**src/hw/rtl/shash_pkg.sv**
```systemverilog
// Shared constants, codes and types of the spatial hash grid insert block.
`default_nettype none

package shash_pkg;

  localparam int unsigned BUCKETS_DEF       = 256;
  localparam int unsigned BUCKET_SLOTS_DEF  = 8;
  localparam int unsigned MAX_COLLIDERS_DEF = 1024;
  localparam int unsigned MAX_SPAN_DEF      = 4;

  localparam logic [31:0] HASH_PX        = 32'd73856093;
  localparam logic [31:0] HASH_PY        = 32'd19349663;
  localparam logic [31:0] CELL_RECIP_RST = 32'd65536;

  localparam int unsigned PADDR_W = 3;
  // register index sits above the byte offset
  localparam logic REG_CELL_RECIP = 1'b0;

  localparam logic OP_CLEAR  = 1'b0;
  localparam logic OP_INSERT = 1'b1;

  localparam logic [1:0] ST_STORED  = 2'd0;
  localparam logic [1:0] ST_DROPPED = 2'd1;
  localparam logic [1:0] ST_NOCELL  = 2'd2;

  typedef enum logic [1:0] {
    MUL_SCALE,
    MUL_HASH_X,
    MUL_HASH_Y
  } mul_op_t;

  typedef enum logic [3:0] {
    S_SWEEP,
    S_IDLE,
    S_SCALE,
    S_CHECK,
    S_HASH_X,
    S_HASH_Y,
    S_READ,
    S_UPDATE,
    S_EMPTY
  } seq_state_t;

  typedef struct packed {
    logic fill_rd;
    logic fill_wr;
    logic item_wr;
  } mem_ctrl_t;

endpackage

`default_nettype wire

```
**src/hw/rtl/shash_if.sv**
```systemverilog
// Request and result channel interfaces of the spatial hash grid insert block.
`default_nettype none

interface shash_item_if #(
  parameter int ID_W = 10
);
  logic                   valid;
  logic                   ready;
  logic                   operation;
  logic [ID_W-1:0]        collider_id;
  logic signed [31:0]     min_x;
  logic signed [31:0]     min_y;
  logic signed [31:0]     max_x;
  logic signed [31:0]     max_y;

  modport source (
    output valid, operation, collider_id, min_x, min_y, max_x, max_y,
    input  ready
  );
  modport sink (
    input  valid, operation, collider_id, min_x, min_y, max_x, max_y,
    output ready
  );
endinterface

interface shash_result_if #(
  parameter int BIDX_W = 8,
  parameter int SLOT_W = 3
);
  logic                   valid;
  logic                   ready;
  logic [BIDX_W-1:0]      bucket_index;
  logic [SLOT_W-1:0]      slot;
  logic signed [31:0]     cell_x;
  logic signed [31:0]     cell_y;
  logic [1:0]             status;
  logic                   clipped;
  logic                   last;

  modport source (
    output valid, bucket_index, slot, cell_x, cell_y, status, clipped, last,
    input  ready
  );
  modport sink (
    input  valid, bucket_index, slot, cell_x, cell_y, status, clipped, last,
    output ready
  );
endinterface

`default_nettype wire

```
**src/hw/rtl/shash_apb.sv**
```systemverilog
// APB configuration register file: cell size reciprocal.
`default_nettype none

module shash_apb
  import shash_pkg::*;
(
  input  wire logic               clk,
  input  wire logic               rst,
  input  wire logic               psel,
  input  wire logic               penable,
  input  wire logic               pwrite,
  input  wire logic [PADDR_W-1:0] paddr,
  input  wire logic [31:0]        pwdata,
  output logic      [31:0]        prdata,
  output logic                    pready,
  output logic      [31:0]        cell_recip
);

  logic hit;

  assign pready = 1'b1;
  assign hit    = (paddr[PADDR_W-1] == REG_CELL_RECIP);

  always_ff @(posedge clk) begin
    if (rst) begin
      cell_recip <= CELL_RECIP_RST;
    end else if (psel && penable && pwrite && pready && hit) begin
      cell_recip <= pwdata;
    end
  end

  assign prdata = hit ? cell_recip : 32'd0;

endmodule

`default_nettype wire

```
**src/hw/rtl/shash_mul.sv**
```systemverilog
// Shared registered multiplier: corner scaling and cell hashing.
`default_nettype none

module shash_mul
  import shash_pkg::*;
(
  input  wire logic               clk,
  input  wire mul_op_t            op,
  input  wire logic signed [31:0] value,
  input  wire logic        [31:0] recip,
  output logic signed      [65:0] prod
);

  logic [31:0] coef;

  always_comb begin
    unique case (op)
      MUL_SCALE:  coef = recip;
      MUL_HASH_X: coef = HASH_PX;
      MUL_HASH_Y: coef = HASH_PY;
      default:    coef = HASH_PX;
    endcase
  end

  // low bits give the hash, bits 63:32 give the floored cell
  always_ff @(posedge clk) begin
    prod <= $signed({value[31], value}) * $signed({1'b0, coef});
  end

endmodule

`default_nettype wire

```
**src/hw/rtl/shash_mem.sv**
```systemverilog
// Bucket fill counts and bucket entry storage.
`default_nettype none

module shash_mem
  import shash_pkg::*;
#(
  parameter int BUCKETS      = BUCKETS_DEF,
  parameter int BUCKET_SLOTS = BUCKET_SLOTS_DEF,
  parameter int BIDX_W       = 8,
  parameter int SLOT_W       = 3,
  parameter int FILL_W       = 4,
  parameter int ID_W         = 10
) (
  input  wire logic              clk,
  input  wire mem_ctrl_t         ctrl,
  input  wire logic [BIDX_W-1:0] addr,
  input  wire logic [FILL_W-1:0] wr_fill,
  input  wire logic [SLOT_W-1:0] item_slot,
  input  wire logic [ID_W-1:0]   item_id,
  output logic      [FILL_W-1:0] rd_fill
);

  localparam int ITEMS   = BUCKETS * BUCKET_SLOTS;
  localparam int IIDX_W  = (ITEMS > 1) ? $clog2(ITEMS) : 1;

  logic [FILL_W-1:0] fill_mem [BUCKETS];
  logic [ID_W-1:0]   item_mem [ITEMS];
  logic [IIDX_W-1:0] item_addr;

  assign item_addr = IIDX_W'(IIDX_W'(addr) * IIDX_W'(BUCKET_SLOTS) + IIDX_W'(item_slot));

  always_ff @(posedge clk) begin
    if (ctrl.fill_wr) begin
      fill_mem[addr] <= wr_fill;
    end
    if (ctrl.fill_rd) begin
      rd_fill <= fill_mem[addr];
    end
  end

  always_ff @(posedge clk) begin
    if (ctrl.item_wr) begin
      item_mem[item_addr] <= item_id;
    end
  end

endmodule

`default_nettype wire

```
**src/hw/rtl/shash_seq.sv**
```systemverilog
// Sequencer: corner scaling, span walk, bucket update and result register.
`default_nettype none

module shash_seq
  import shash_pkg::*;
#(
  parameter int BUCKET_SLOTS = BUCKET_SLOTS_DEF,
  parameter int MAX_SPAN     = MAX_SPAN_DEF,
  parameter int BIDX_W       = 8,
  parameter int SLOT_W       = 3,
  parameter int FILL_W       = 4,
  parameter int ID_W         = 10
) (
  input  wire logic               clk,
  input  wire logic               rst,
  shash_item_if.sink              item,
  shash_result_if.source          result,
  output mul_op_t                 mul_op,
  output logic signed [31:0]      mul_value,
  input  wire logic signed [65:0] prod,
  output mem_ctrl_t               ctrl,
  output logic [BIDX_W-1:0]       mem_addr,
  output logic [FILL_W-1:0]       wr_fill,
  output logic [SLOT_W-1:0]       item_slot,
  output logic [ID_W-1:0]         item_id,
  input  wire logic [FILL_W-1:0]  rd_fill
);

  localparam int SPAN_W = (MAX_SPAN > 1) ? $clog2(MAX_SPAN) : 1;

  seq_state_t state, state_next;

  logic [2:0]          scnt;
  logic [BIDX_W-1:0]   sweep_cnt;
  logic                sweep_emit;
  logic                res_valid;
  logic                res_load;
  logic                res_free;

  logic [ID_W-1:0]     id_r;
  logic signed [31:0]  corner_raw [4];
  logic signed [31:0]  cpos [4];
  logic signed [31:0]  cur_x, cur_y;
  logic [SPAN_W-1:0]   ix, iy, nx, ny;
  logic                clip;
  logic [BIDX_W-1:0]   hx, bucket;

  logic signed [32:0]  dx, dy;
  logic                empty_box;
  logic                clip_x, clip_y;
  logic                stored;
  logic                last_cell;

  logic [BIDX_W-1:0]   res_bucket;
  logic [SLOT_W-1:0]   res_slot;
  logic signed [31:0]  res_cx, res_cy;
  logic [1:0]          res_status;
  logic                res_clip;
  logic                res_last;

  assign res_free  = !res_valid || result.ready;
  assign dx        = $signed({cpos[2][31], cpos[2]}) - $signed({cpos[0][31], cpos[0]});
  assign dy        = $signed({cpos[3][31], cpos[3]}) - $signed({cpos[1][31], cpos[1]});
  assign empty_box = dx[32] || dy[32];
  assign clip_x    = (dx >= $signed(33'(MAX_SPAN)));
  assign clip_y    = (dy >= $signed(33'(MAX_SPAN)));
  assign stored    = (rd_fill < FILL_W'(BUCKET_SLOTS));
  assign last_cell = (ix == nx) && (iy == ny);
  assign item_slot = SLOT_W'(rd_fill);
  assign item_id   = id_r;
  assign wr_fill   = (state == S_SWEEP) ? '0 : FILL_W'(rd_fill + 1'b1);

  // next state
  always_comb begin
    state_next = state;
    unique case (state)
      S_SWEEP: begin
        if (sweep_cnt == {BIDX_W{1'b1}}) begin
          state_next = sweep_emit ? S_EMPTY : S_IDLE;
        end
      end
      S_IDLE: begin
        if (item.valid) begin
          state_next = (item.operation == OP_CLEAR) ? S_SWEEP : S_SCALE;
        end
      end
      S_SCALE: begin
        if (scnt == 3'd4) begin
          state_next = S_CHECK;
        end
      end
      S_CHECK:  state_next = empty_box ? S_EMPTY : S_HASH_X;
      S_HASH_X: state_next = S_HASH_Y;
      S_HASH_Y: state_next = S_READ;
      S_READ:   state_next = S_UPDATE;
      S_UPDATE: begin
        if (res_free) begin
          state_next = last_cell ? S_IDLE : S_HASH_X;
        end
      end
      S_EMPTY: begin
        if (res_free) begin
          state_next = S_IDLE;
        end
      end
      default: state_next = S_IDLE;
    endcase
  end

  // outputs
  always_comb begin
    item.ready = 1'b0;
    ctrl       = '0;
    mem_addr   = bucket;
    mul_op     = MUL_SCALE;
    mul_value  = cur_x;
    res_load   = 1'b0;
    unique case (state)
      S_SWEEP: begin
        ctrl.fill_wr = 1'b1;
        mem_addr     = sweep_cnt;
      end
      S_IDLE:  item.ready = 1'b1;
      S_SCALE: begin
        mul_op    = MUL_SCALE;
        mul_value = corner_raw[scnt[1:0]];
      end
      S_CHECK: ;
      S_HASH_X: begin
        mul_op    = MUL_HASH_X;
        mul_value = cur_x;
      end
      S_HASH_Y: begin
        mul_op    = MUL_HASH_Y;
        mul_value = cur_y;
      end
      S_READ: begin
        ctrl.fill_rd = 1'b1;
        mem_addr     = hx ^ prod[BIDX_W-1:0];
      end
      S_UPDATE: begin
        // write and emit in the same cycle so a stall leaves the bucket untouched
        if (res_free) begin
          res_load     = 1'b1;
          ctrl.fill_wr = stored;
          ctrl.item_wr = stored;
        end
      end
      S_EMPTY: res_load = res_free;
      default: ;
    endcase
  end

  // control registers
  always_ff @(posedge clk) begin
    if (rst) begin
      state      <= S_SWEEP;
      scnt       <= '0;
      sweep_cnt  <= '0;
      sweep_emit <= 1'b0;
      res_valid  <= 1'b0;
    end else begin
      state <= state_next;
      if (state == S_IDLE) begin
        scnt <= '0;
      end else if (state == S_SCALE) begin
        scnt <= scnt + 3'd1;
      end
      if (state == S_SWEEP) begin
        sweep_cnt <= sweep_cnt + 1'b1;
      end
      if (state == S_IDLE && item.valid) begin
        sweep_emit <= (item.operation == OP_CLEAR);
      end
      if (res_load) begin
        res_valid <= 1'b1;
      end else if (result.ready) begin
        res_valid <= 1'b0;
      end
    end
  end

  // datapath registers
  always_ff @(posedge clk) begin
    if (state == S_IDLE && item.valid) begin
      id_r          <= item.collider_id;
      corner_raw[0] <= item.min_x;
      corner_raw[1] <= item.min_y;
      corner_raw[2] <= item.max_x;
      corner_raw[3] <= item.max_y;
    end
    if (state == S_SCALE && scnt != 3'd0) begin
      cpos[2'(scnt - 3'd1)] <= prod[63:32];
    end
    if (state == S_CHECK) begin
      cur_x <= cpos[0];
      cur_y <= cpos[1];
      ix    <= '0;
      iy    <= '0;
      nx    <= clip_x ? SPAN_W'(MAX_SPAN - 1) : dx[SPAN_W-1:0];
      ny    <= clip_y ? SPAN_W'(MAX_SPAN - 1) : dy[SPAN_W-1:0];
      clip  <= clip_x || clip_y;
    end
    if (state == S_HASH_Y) begin
      hx <= prod[BIDX_W-1:0];
    end
    if (state == S_READ) begin
      bucket <= mem_addr;
    end
    // advance row by row, x inner
    if (state == S_UPDATE && res_free) begin
      if (ix == nx) begin
        ix    <= '0;
        cur_x <= cpos[0];
        iy    <= iy + 1'b1;
        cur_y <= cur_y + 32'sd1;
      end else begin
        ix    <= ix + 1'b1;
        cur_x <= cur_x + 32'sd1;
      end
    end
    if (res_load) begin
      if (state == S_UPDATE) begin
        res_bucket <= bucket;
        res_slot   <= stored ? SLOT_W'(rd_fill) : '0;
        res_cx     <= cur_x;
        res_cy     <= cur_y;
        res_status <= stored ? ST_STORED : ST_DROPPED;
        res_clip   <= clip;
        res_last   <= last_cell;
      end else begin
        res_bucket <= '0;
        res_slot   <= '0;
        res_cx     <= '0;
        res_cy     <= '0;
        res_status <= ST_NOCELL;
        res_clip   <= 1'b0;
        res_last   <= 1'b1;
      end
    end
  end

  assign result.valid        = res_valid;
  assign result.bucket_index = res_bucket;
  assign result.slot         = res_slot;
  assign result.cell_x       = res_cx;
  assign result.cell_y       = res_cy;
  assign result.status       = res_status;
  assign result.clipped      = res_clip;
  assign result.last         = res_last;

  a_busy_after_accept: assert property (@(posedge clk) disable iff (rst)
    (item.valid && item.ready) |=> !item.ready)
    else $error("request taken while a previous one is in progress");

  a_no_rd_wr_overlap: assert property (@(posedge clk) disable iff (rst)
    !(ctrl.fill_rd && ctrl.fill_wr))
    else $error("fill memory read and written in one cycle");

  a_no_overwrite: assert property (@(posedge clk) disable iff (rst)
    res_load |-> (!res_valid || result.ready))
    else $error("result register overwritten before it was taken");

  a_nocell_last: assert property (@(posedge clk) disable iff (rst)
    (res_valid && res_status == ST_NOCELL) |-> res_last)
    else $error("no-cell result without last");

endmodule

`default_nettype wire

```
**src/hw/rtl/spatial_hash_grid_insert.sv**
```systemverilog
// Insert: an accepted request is scaled corner by corner and span checked, then each
// visited cell takes hash x, hash y, fill read and fill write in turn; the shared
// multiplier and the single-port fill memory keep these steps apart. Up to MAX_SPAN^2 results.
// Clear: a sweep over every bucket of the fill memory, then one result.
// Reset (synchronous, active high) starts the same sweep with ready low;
// the cell_recip register returns to 1.0 and the result register empties.
`default_nettype none

module spatial_hash_grid_insert
  import shash_pkg::*;
#(
  parameter int BUCKETS       = BUCKETS_DEF,
  parameter int BUCKET_SLOTS  = BUCKET_SLOTS_DEF,
  parameter int MAX_COLLIDERS = MAX_COLLIDERS_DEF,
  parameter int MAX_SPAN      = MAX_SPAN_DEF
) (
  input  wire logic               clk,
  input  wire logic               rst,
  input  wire logic               psel,
  input  wire logic               penable,
  input  wire logic               pwrite,
  input  wire logic [PADDR_W-1:0] paddr,
  input  wire logic [31:0]        pwdata,
  output logic      [31:0]        prdata,
  output logic                    pready,
  shash_item_if.sink              item,
  shash_result_if.source          result
);

  localparam int BIDX_W = $clog2(BUCKETS);
  localparam int SLOT_W = (BUCKET_SLOTS > 1) ? $clog2(BUCKET_SLOTS) : 1;
  localparam int FILL_W = $clog2(BUCKET_SLOTS + 1);
  localparam int ID_W   = $clog2(MAX_COLLIDERS);

  logic [31:0]         cell_recip;
  mul_op_t             mul_op;
  logic signed [31:0]  mul_value;
  logic signed [65:0]  prod;
  mem_ctrl_t           ctrl;
  logic [BIDX_W-1:0]   mem_addr;
  logic [FILL_W-1:0]   wr_fill;
  logic [FILL_W-1:0]   rd_fill;
  logic [SLOT_W-1:0]   item_slot;
  logic [ID_W-1:0]     item_id;

  shash_apb u_apb (
    .clk        (clk),
    .rst        (rst),
    .psel       (psel),
    .penable    (penable),
    .pwrite     (pwrite),
    .paddr      (paddr),
    .pwdata     (pwdata),
    .prdata     (prdata),
    .pready     (pready),
    .cell_recip (cell_recip)
  );

  shash_mul u_mul (
    .clk   (clk),
    .op    (mul_op),
    .value (mul_value),
    .recip (cell_recip),
    .prod  (prod)
  );

  shash_mem #(
    .BUCKETS      (BUCKETS),
    .BUCKET_SLOTS (BUCKET_SLOTS),
    .BIDX_W       (BIDX_W),
    .SLOT_W       (SLOT_W),
    .FILL_W       (FILL_W),
    .ID_W         (ID_W)
  ) u_mem (
    .clk       (clk),
    .ctrl      (ctrl),
    .addr      (mem_addr),
    .wr_fill   (wr_fill),
    .item_slot (item_slot),
    .item_id   (item_id),
    .rd_fill   (rd_fill)
  );

  shash_seq #(
    .BUCKET_SLOTS (BUCKET_SLOTS),
    .MAX_SPAN     (MAX_SPAN),
    .BIDX_W       (BIDX_W),
    .SLOT_W       (SLOT_W),
    .FILL_W       (FILL_W),
    .ID_W         (ID_W)
  ) u_seq (
    .clk       (clk),
    .rst       (rst),
    .item      (item),
    .result    (result),
    .mul_op    (mul_op),
    .mul_value (mul_value),
    .prod      (prod),
    .ctrl      (ctrl),
    .mem_addr  (mem_addr),
    .wr_fill   (wr_fill),
    .item_slot (item_slot),
    .item_id   (item_id),
    .rd_fill   (rd_fill)
  );

endmodule

`default_nettype wire

```
**src/flat_wrapper.sv**
```systemverilog
// flat-port wrapper written by rule: the top's interface ports become plain ports
module spatial_hash_grid_insert_flat import shash_pkg::*;
#(
  parameter int BUCKETS       = BUCKETS_DEF,
  parameter int BUCKET_SLOTS  = BUCKET_SLOTS_DEF,
  parameter int MAX_COLLIDERS = MAX_COLLIDERS_DEF,
  parameter int MAX_SPAN      = MAX_SPAN_DEF
)
  (clk, rst, psel, penable, pwrite, paddr, pwdata, prdata, pready, item_valid, item_operation, item_collider_id, item_min_x, item_min_y, item_max_x, item_max_y, item_ready, result_valid, result_bucket_index, result_slot, result_cell_x, result_cell_y, result_status, result_clipped, result_last, result_ready);
  shash_item_if #(.ID_W(10)) item_i ();
  shash_result_if #(.BIDX_W(8), .SLOT_W(3)) result_i ();
  input  wire logic clk;
  input  wire logic rst;
  input  wire logic psel;
  input  wire logic penable;
  input  wire logic pwrite;
  input  wire logic [PADDR_W-1:0] paddr;
  input  wire logic [31:0] pwdata;
  output logic      [31:0] prdata;
  output logic pready;
  input wire logic [$bits(item_i.valid)-1:0] item_valid;
  input wire logic [$bits(item_i.operation)-1:0] item_operation;
  input wire logic [$bits(item_i.collider_id)-1:0] item_collider_id;
  input wire logic [$bits(item_i.min_x)-1:0] item_min_x;
  input wire logic [$bits(item_i.min_y)-1:0] item_min_y;
  input wire logic [$bits(item_i.max_x)-1:0] item_max_x;
  input wire logic [$bits(item_i.max_y)-1:0] item_max_y;
  output wire logic [$bits(item_i.ready)-1:0] item_ready;
  output wire logic [$bits(result_i.valid)-1:0] result_valid;
  output wire logic [$bits(result_i.bucket_index)-1:0] result_bucket_index;
  output wire logic [$bits(result_i.slot)-1:0] result_slot;
  output wire logic [$bits(result_i.cell_x)-1:0] result_cell_x;
  output wire logic [$bits(result_i.cell_y)-1:0] result_cell_y;
  output wire logic [$bits(result_i.status)-1:0] result_status;
  output wire logic [$bits(result_i.clipped)-1:0] result_clipped;
  output wire logic [$bits(result_i.last)-1:0] result_last;
  input wire logic [$bits(result_i.ready)-1:0] result_ready;
  assign item_i.valid = item_valid;
  assign item_i.operation = item_operation;
  assign item_i.collider_id = item_collider_id;
  assign item_i.min_x = item_min_x;
  assign item_i.min_y = item_min_y;
  assign item_i.max_x = item_max_x;
  assign item_i.max_y = item_max_y;
  assign item_ready = item_i.ready;
  assign result_valid = result_i.valid;
  assign result_bucket_index = result_i.bucket_index;
  assign result_slot = result_i.slot;
  assign result_cell_x = result_i.cell_x;
  assign result_cell_y = result_i.cell_y;
  assign result_status = result_i.status;
  assign result_clipped = result_i.clipped;
  assign result_last = result_i.last;
  assign result_i.ready = result_ready;
  spatial_hash_grid_insert #(.BUCKETS(BUCKETS), .BUCKET_SLOTS(BUCKET_SLOTS), .MAX_COLLIDERS(MAX_COLLIDERS), .MAX_SPAN(MAX_SPAN)) u_core (.clk(clk), .rst(rst), .psel(psel), .penable(penable), .pwrite(pwrite), .paddr(paddr), .pwdata(pwdata), .prdata(prdata), .pready(pready), .item(item_i), .result(result_i));
endmodule
```
**config.mk**
```make
export PLATFORM = sky130hd
export DESIGN_NAME = spatial_hash_grid_insert_flat
export DESIGN_NICKNAME = d
export VERILOG_FILES = /design/src/hw/rtl/shash_pkg.sv /design/src/hw/rtl/shash_if.sv /design/src/hw/rtl/shash_apb.sv /design/src/hw/rtl/shash_mul.sv /design/src/hw/rtl/shash_mem.sv /design/src/hw/rtl/shash_seq.sv /design/src/hw/rtl/spatial_hash_grid_insert.sv /design/src/flat_wrapper.sv
export SDC_FILE = /design/constraint.sdc
export NUM_CORES = 2
export LEC_CHECK = 0
export ABC_CLOCK_PERIOD_IN_PS = 10500
export BUFFER_PORTS_ARGS = -buffer_cell sky130_fd_sc_hd__buf_2
export CAP_MARGIN = 20
export CORE_UTILIZATION = 50
export DETAILED_ROUTE_END_ITERATION = 8
export PLACE_DENSITY = 0.66
export REMOVE_ABC_BUFFERS = 1
export SLEW_MARGIN = 20
export SYNTH_ARGS = -nofsm -noshare
export SYNTH_HDL_FRONTEND = slang
export SYNTH_SLANG_ARGS = --single-unit
```
**constraint.sdc**
```tcl
create_clock -name clk -period 10.5 [get_ports clk]
set_input_delay 1.05 -clock clk [delete_from_list [all_inputs] [get_ports clk]]
set_output_delay 1.05 -clock clk [all_outputs]
set_load 0.02 [all_outputs]
```
---- Yosys cells after proc, flatten, opt, wreduce, memory -nomap -nowiden ----
Memory sizes are Yosys's and may differ from the RTL's. A register that Yosys moved wholly into a read port is not among the register bits.
Cells that the tools add are included.
Widths: inputs -> output; s select.
storage, ports and cells
  bits in latches ......................... 0
  register bits after elaboration ......... 281
  ROM bits ................................ 0
  memories ................................ 3
  bits in writable memories ............... 1,280
cells by class
  reductions and logical operators ........ 19
  shift operators ......................... 0
  add/subtract/negate cells ............... 10
  multiply operators ...................... 1
  order comparisons ....................... 3
  equality and inequality tests ........... 18
  multiplexer cells ....................... 45
  div/mod/pow operators ................... 0
  bitwise operators ....................... 3
memory list
  name                     words  bits a word  rd ports  clocked after memory_dff  write ports  RTL line         RTL
  u_core.u_mem.fill_mem    256    4            1         1                         1            shash_mem.sv:26  logic [FILL_W-1:0] fill_mem [BUCKETS];
  u_core.u_seq.corner_raw  4      32           1         1                         4            shash_seq.sv:41  logic signed [31:0] corner_raw [4];
  u_core.u_seq.cpos        4      32           4         0                         1            shash_seq.sv:42  logic signed [31:0] cpos [4];
operators by type and width
  cell                   number
  $mux 32                7
  $pmux 32 s2            2
  $ge 33x4->1 const B    2
  $sub 32x32->33         2
  $add 32x2->32 const B  2
  $mul 32x33->64         1
  $pmux 4 s9             1
  $mux 4                 8
  $mux 2                 10
  $eq 4x3->1 const B     4
  $pmux 8 s2             1
  $mux 1                 12
  $add 8x1->8 const B    1
  $eq 4x2->1 const B     2
  $eq 8x8->1 const B     1
  $ne 2x2->1 const B     4
  $xor 8x8->8            1
  $logic_and 1x1->1      7
  $reduce_and 5->1       1
  $add 2x1->2 const B    2
  $add 4x1->4 const B    1
  $eq 2x2->1             2
  $eq 4x1->1 const B     1
  $eq 4x4->1 const B     1
  other kinds (18)       23

---- Longest topological paths before layout ----
  depth after elaboration ................. 6
  depth in mapped cells ................... 39

---- Modules after synthesis ----
A second synthesis with hierarchy kept.
second synthesis, totals
  cell total of the unflattened synthesis .. 7,899
  area, all modules ....................... 99,202.6 um^2
by module, submodules not included
  module     cells an instance  area an instance (um^2)  times used  seq. area each (um^2)
  shash_mem  1,960              40,042.2                 1           30,869.6
  shash_mul  3,957              35,681.7                 1           1,301.2
  shash_seq  1,805              21,787.1                 1           13,072.5
  shash_apb  177                1,691.6                  1           640.6

---- Worst setup path after synthesis ----
OpenSTA, ideal clock, no wires.
  path kind ............................... register -> register
  start ................................... register (tool-made name)
  end ..................................... register u_core.u_mul.prod[62]
  buffers on the path ..................... 4
  setup slack ............................. 1.075 ns
  setup time .............................. 0.114 ns
  stages on the path, launching flop included .. 32
  arrival ................................. 9.311 ns
  data required time ...................... 10.386 ns
  clock period less this slack ............ 9.425 ns
  cell sequence ........................... dfxtp_1 -> buf_2 -> buf_1 -> buf_1 -> mux4_2 -> a21oi_1 -> clkbuf_1 -> nor2_1 -> fa_1 -> inv_1 -> fa_1 -> fa_1 -> fa_1 -> inv_1 -> fa_1 -> fa_1 -> fa_1 -> inv_1 -> fa_1 -> inv_1 -> ha_1 -> a21o_1 -> a21o_1 -> a21oi_1 -> o21ai_1 -> a31oi_1 -> a211oi_1 -> a211oi_2 -> o211ai_1 -> a41oi_1 -> mux2i_1 -> a2111oi_0
RTL lines
  element                 RTL line         RTL
  end signal: assignment  shash_mul.sv:27  prod <= $signed({value[31], value}) * $signed({1'b0, coef});
  end: declaration        shash_mul.sv:11  output logic signed [65:0] prod

---- Worst setup path after layout ----
  start ................................... register u_core.u_seq.state[2]
  end ..................................... register u_core.u_mul.prod[62]
between the ends
  longest elaborated chain between the ends .. 5
  elaborated cells between the ends (all ways) .. 9
  classes of those cells .................. mul: 1; eq/ne: 4; mux: 3; reduce/logical: 1
RTL lines
  element                                               RTL line          RTL
  start: declaration                                    shash_seq.sv:31   seq_state_t state, state_next;
  start signal: assignment                              shash_seq.sv:163  state <= state_next;
  $eq 4x3->1                                            shash_seq.sv:118  unique case (state)
  $pmux 2 s2                                            shash_seq.sv:118
  $eq 2x2->1 / $logic_not 2->1 (equally long branches)  shash_mul.sv:17   unique case (op)
  $pmux 32 s2                                           shash_mul.sv:17
  $mul 32x33->64 *                                      shash_mul.sv:27
Every way passes the cells marked *; elsewhere a longest branch is shown, timed or not.
A chain may end at the register's enable or synchronous reset.

==> qor.yml <==
whs_ps: 399
rsz0062_at_grt: "false"
antenna_found_initial: 12
viasPerCell: 5.88
htreeDepth: 4
dp_hpwl_um: 217000
power.density_nw_per_um2: 231
cts_tree: "built"
synth_seq_cells: 1543
clk_path_buf_depth: 3
yosys_warnings: 0
setup_viol: 0
antenna_left: 0
wire_per_inst_um: 25.4
end_kind: "flop"
die_y_um: 444
placementRows: 161
portBuffers: 281
fillers: 16200
synth_edf_count: 1418
gp_congestion: 1.02
track_usage_pct: 30.8
cts_sinks: 1543
slowest_stage: "fa_1"
power_frac_clock_pct: 23.5
slowest_delay_ps: 580
min_path_cells: 1
status: "finished, final reports clean"
drc_errors: 0
grt_pass1_vias: 70400
slew_headroom_pct: 22.3
hold_buffers: 0
avgSynthCellArea_um2: 10.7
synth_top_area_share_pct: 43.6
post-route-period-util_pct: 95.4
crit_required_ps: 11160
fin_crit_ps: 10020
p_switching_w: 0.0106
vdd_drop_max_uv: 379
worst_pin_slew_ps: 1160
final_common_cell: "nand2_1"
final_cell_mix: "nand2_1 (1742), edfxtp_1 (1418), inv_1 (1024), nor2_1 (1021), fa_1 (899)"
grt_pass1_wl_um: 450000
swShare_pct: 42.7
core_um2: 193000
clk_latency_ps: 830
async_flop_share_pct: 0
initial_core_util_pct: 50.5
fin_skew_ps: 49.8
drtIter0Drc: 7818
seqPwrFrac_pct: 31.7
critPathKind: "reg -> reg"
fmax_mhz: 99.8
hold_path_class: "in -> reg"
cts_resized: 0
p_leak_nw: 44.3
synth-seq-area-share_pct: 46.2
postCtsSetupRepairBufs: 0
netlist_area_um2: 97600
crit_top_cell: "fa_1"
via_count: 70400
timing.setup.tns_ps: 0
synthFlopType: "edfxtp_1"
overflow: 0
final_nets: 10700
cts_inserted_buffers: 159
worst_ep_arrival_time_ps: 10680
yosysUniqueCellTypes: 89
dieArea_um2: 197000
yosysTopAreaCell: "edfxtp_1"
clkTransAtPathRegs_ps: 70
power_frac_comb_pct: 44.8
final_max_slew_viol_count: 0
synth.area.top_cells: "edfxtp_1 (44%), fa_1 (18%), nand2_1 (6.7%)"
cap_violations: 0
hold_violations: 0
crit_fanout: 33
syn_to_final_growth_pct: 10.4
routed_wirelength_um: 304000
netlist_instances: 9135
grt_start_max_net_pins: 203
drive_above_1_share_pct: 9.27
die_w_um: 444
root_buffer: "clkbuf_16"
internal_power_w: 0.0143
io_pins: 295
reg2reg_depth: 30
start_kind: "flop"
detail_route.first_pass.iterations: 6
metrics by stage:
| step | area (µm²) | cells | utilization (%) | power (W) | setup slack (ps) |
|---|---|---|---|---|---|
| floorplan | 95400 | 8612 | - | 0.0148 | -21490 |
| global placement | 102000 | 11700 | 52.9 | 0.0188 | 581 |
| detailed placement | 102000 | 11700 | 52.9 | 0.0190 | 471 |
| CTS | 108000 | 12000 | 55.7 | 0.0249 | 334 |
| global route | 108000 | 12000 | 55.8 | 0.0261 | 21.9 |
| finish | 108000 | 12000 | 55.8 | 0.0249 | 480 |
routing by layer:
metal / share of wire (%) / GRT usage, % / up-vias / wire length (µm)
met5: 0 / 0 / - / 0
met4: 6.8 / 17.7 / 0 / 20700
met3: 9.2 / 5.97 / 804 / 27900
met2: 46 / 48.8 / 3770 / 141000
met1: 38 / 39.5 / 35000 / 114000
li1: - / - / 30800 / -
Yosys cell counts, drive strengths merged (22+ instances only):
master,n
nand2,1746
edfxtp,1418
nor2,1034
inv,1029
fa,899
nand3,468
ha,364
clkbuf,361
a311oi,210
a21oi,200
buf,162
and2,135
dfxtp,125
and3,117
o21ai,115
nor3,67
xnor2,63
nor2b,60
nand2b,49
xor2,47
a21o,46
a31oi,33
mux4,32
nand4,32
a22oi,29
a221oi,27
a211oi,22
nor4,22
flip-flops by register name, summed over array words and instances, names as in the netlist, 32 cells and up, named ones only:
register / count
u_core.u_seq.result.cell_y: 32
u_core.u_seq.result.cell_x: 32
u_core.u_seq.corner_raw: 128
u_core.u_apb.cell_recip: 32
u_core.u_seq.cur_y: 32
u_core.u_seq.cur_x: 32
u_core.u_seq.cpos: 128
u_core.u_mem.fill_mem: 1024
u_core.u_mul.prod: 40
cell families after synthesis:
group                    count (synthesis)  share of synthesized area (%)
XOR/XNOR                               110                          0.988
AND/OR/NAND/NOR                       3787                           16.6
AO/OA/AOI/OAI                          831                           6.03
other                                    1                        0.00384
flip-flops                            1543                           46.2
multiplexers                            47                          0.897
adder cells (fa/ha/maj)               1263                           23.1
buffers and inverters                 1553                           6.18
path summary, 6_finish.rpt:
path	from	to	slack, ps
max	u_core.u_seq.state[2]$_SDFFE_PP0P_	u_core.u_mul.prod[62]$_DFF_P_	480
min reg2reg	u_core.u_mul.prod[7]$_DFF_P_	u_core.u_seq.hx[7]$_DFFE_PN_	450
min	item_max_x[0]	u_core.u_seq.corner_raw[2][0]$_DFFE_PP_	400
max reg2reg	u_core.u_seq.state[2]$_SDFFE_PP0P_	u_core.u_mul.prod[62]$_DFF_P_	480
area by class of cell:
class	count	area (µm²)	share of cell area [%]
inverters	1030	3880	3.61
flip-flops and latches	1543	45100	41.9
multi-input cells	6039	46600	43.3
repair buffers	525	3500	3.25
well taps	2526	3160	2.93
clock inverters	94	1170	1.09
clock buffers	202	4250	3.95
diodes	5	12.5	0.0116
power by group through the flow:
stage | combinational [W] | clock, W | sequential [W]
6_report | 0.0111 | 0.00585 | 0.00788
5_1_grt | 0.0121 | 0.00614 | 0.00789
4_1_cts | 0.0111 | 0.00592 | 0.00787
3_5_place_dp | 0.0110 | 0 | 0.00800
3_3_place_gp | 0.0108 | 0 | 0.00799
2_1_floorplan | 0.00685 | 0 | 0.00799
worst max-delay path: cells and delay by family, from the launching register on:
kind | cells | cell delay, ps
mux | 1 | 170
buf+inv | 6 | 1190
fa+ha+maj | 9 | 4340
compound gates | 8 | 2370
flops | 1 | 480
simple gates | 6 | 1270
Note: power is estimated with default switching activity, not from simulation.
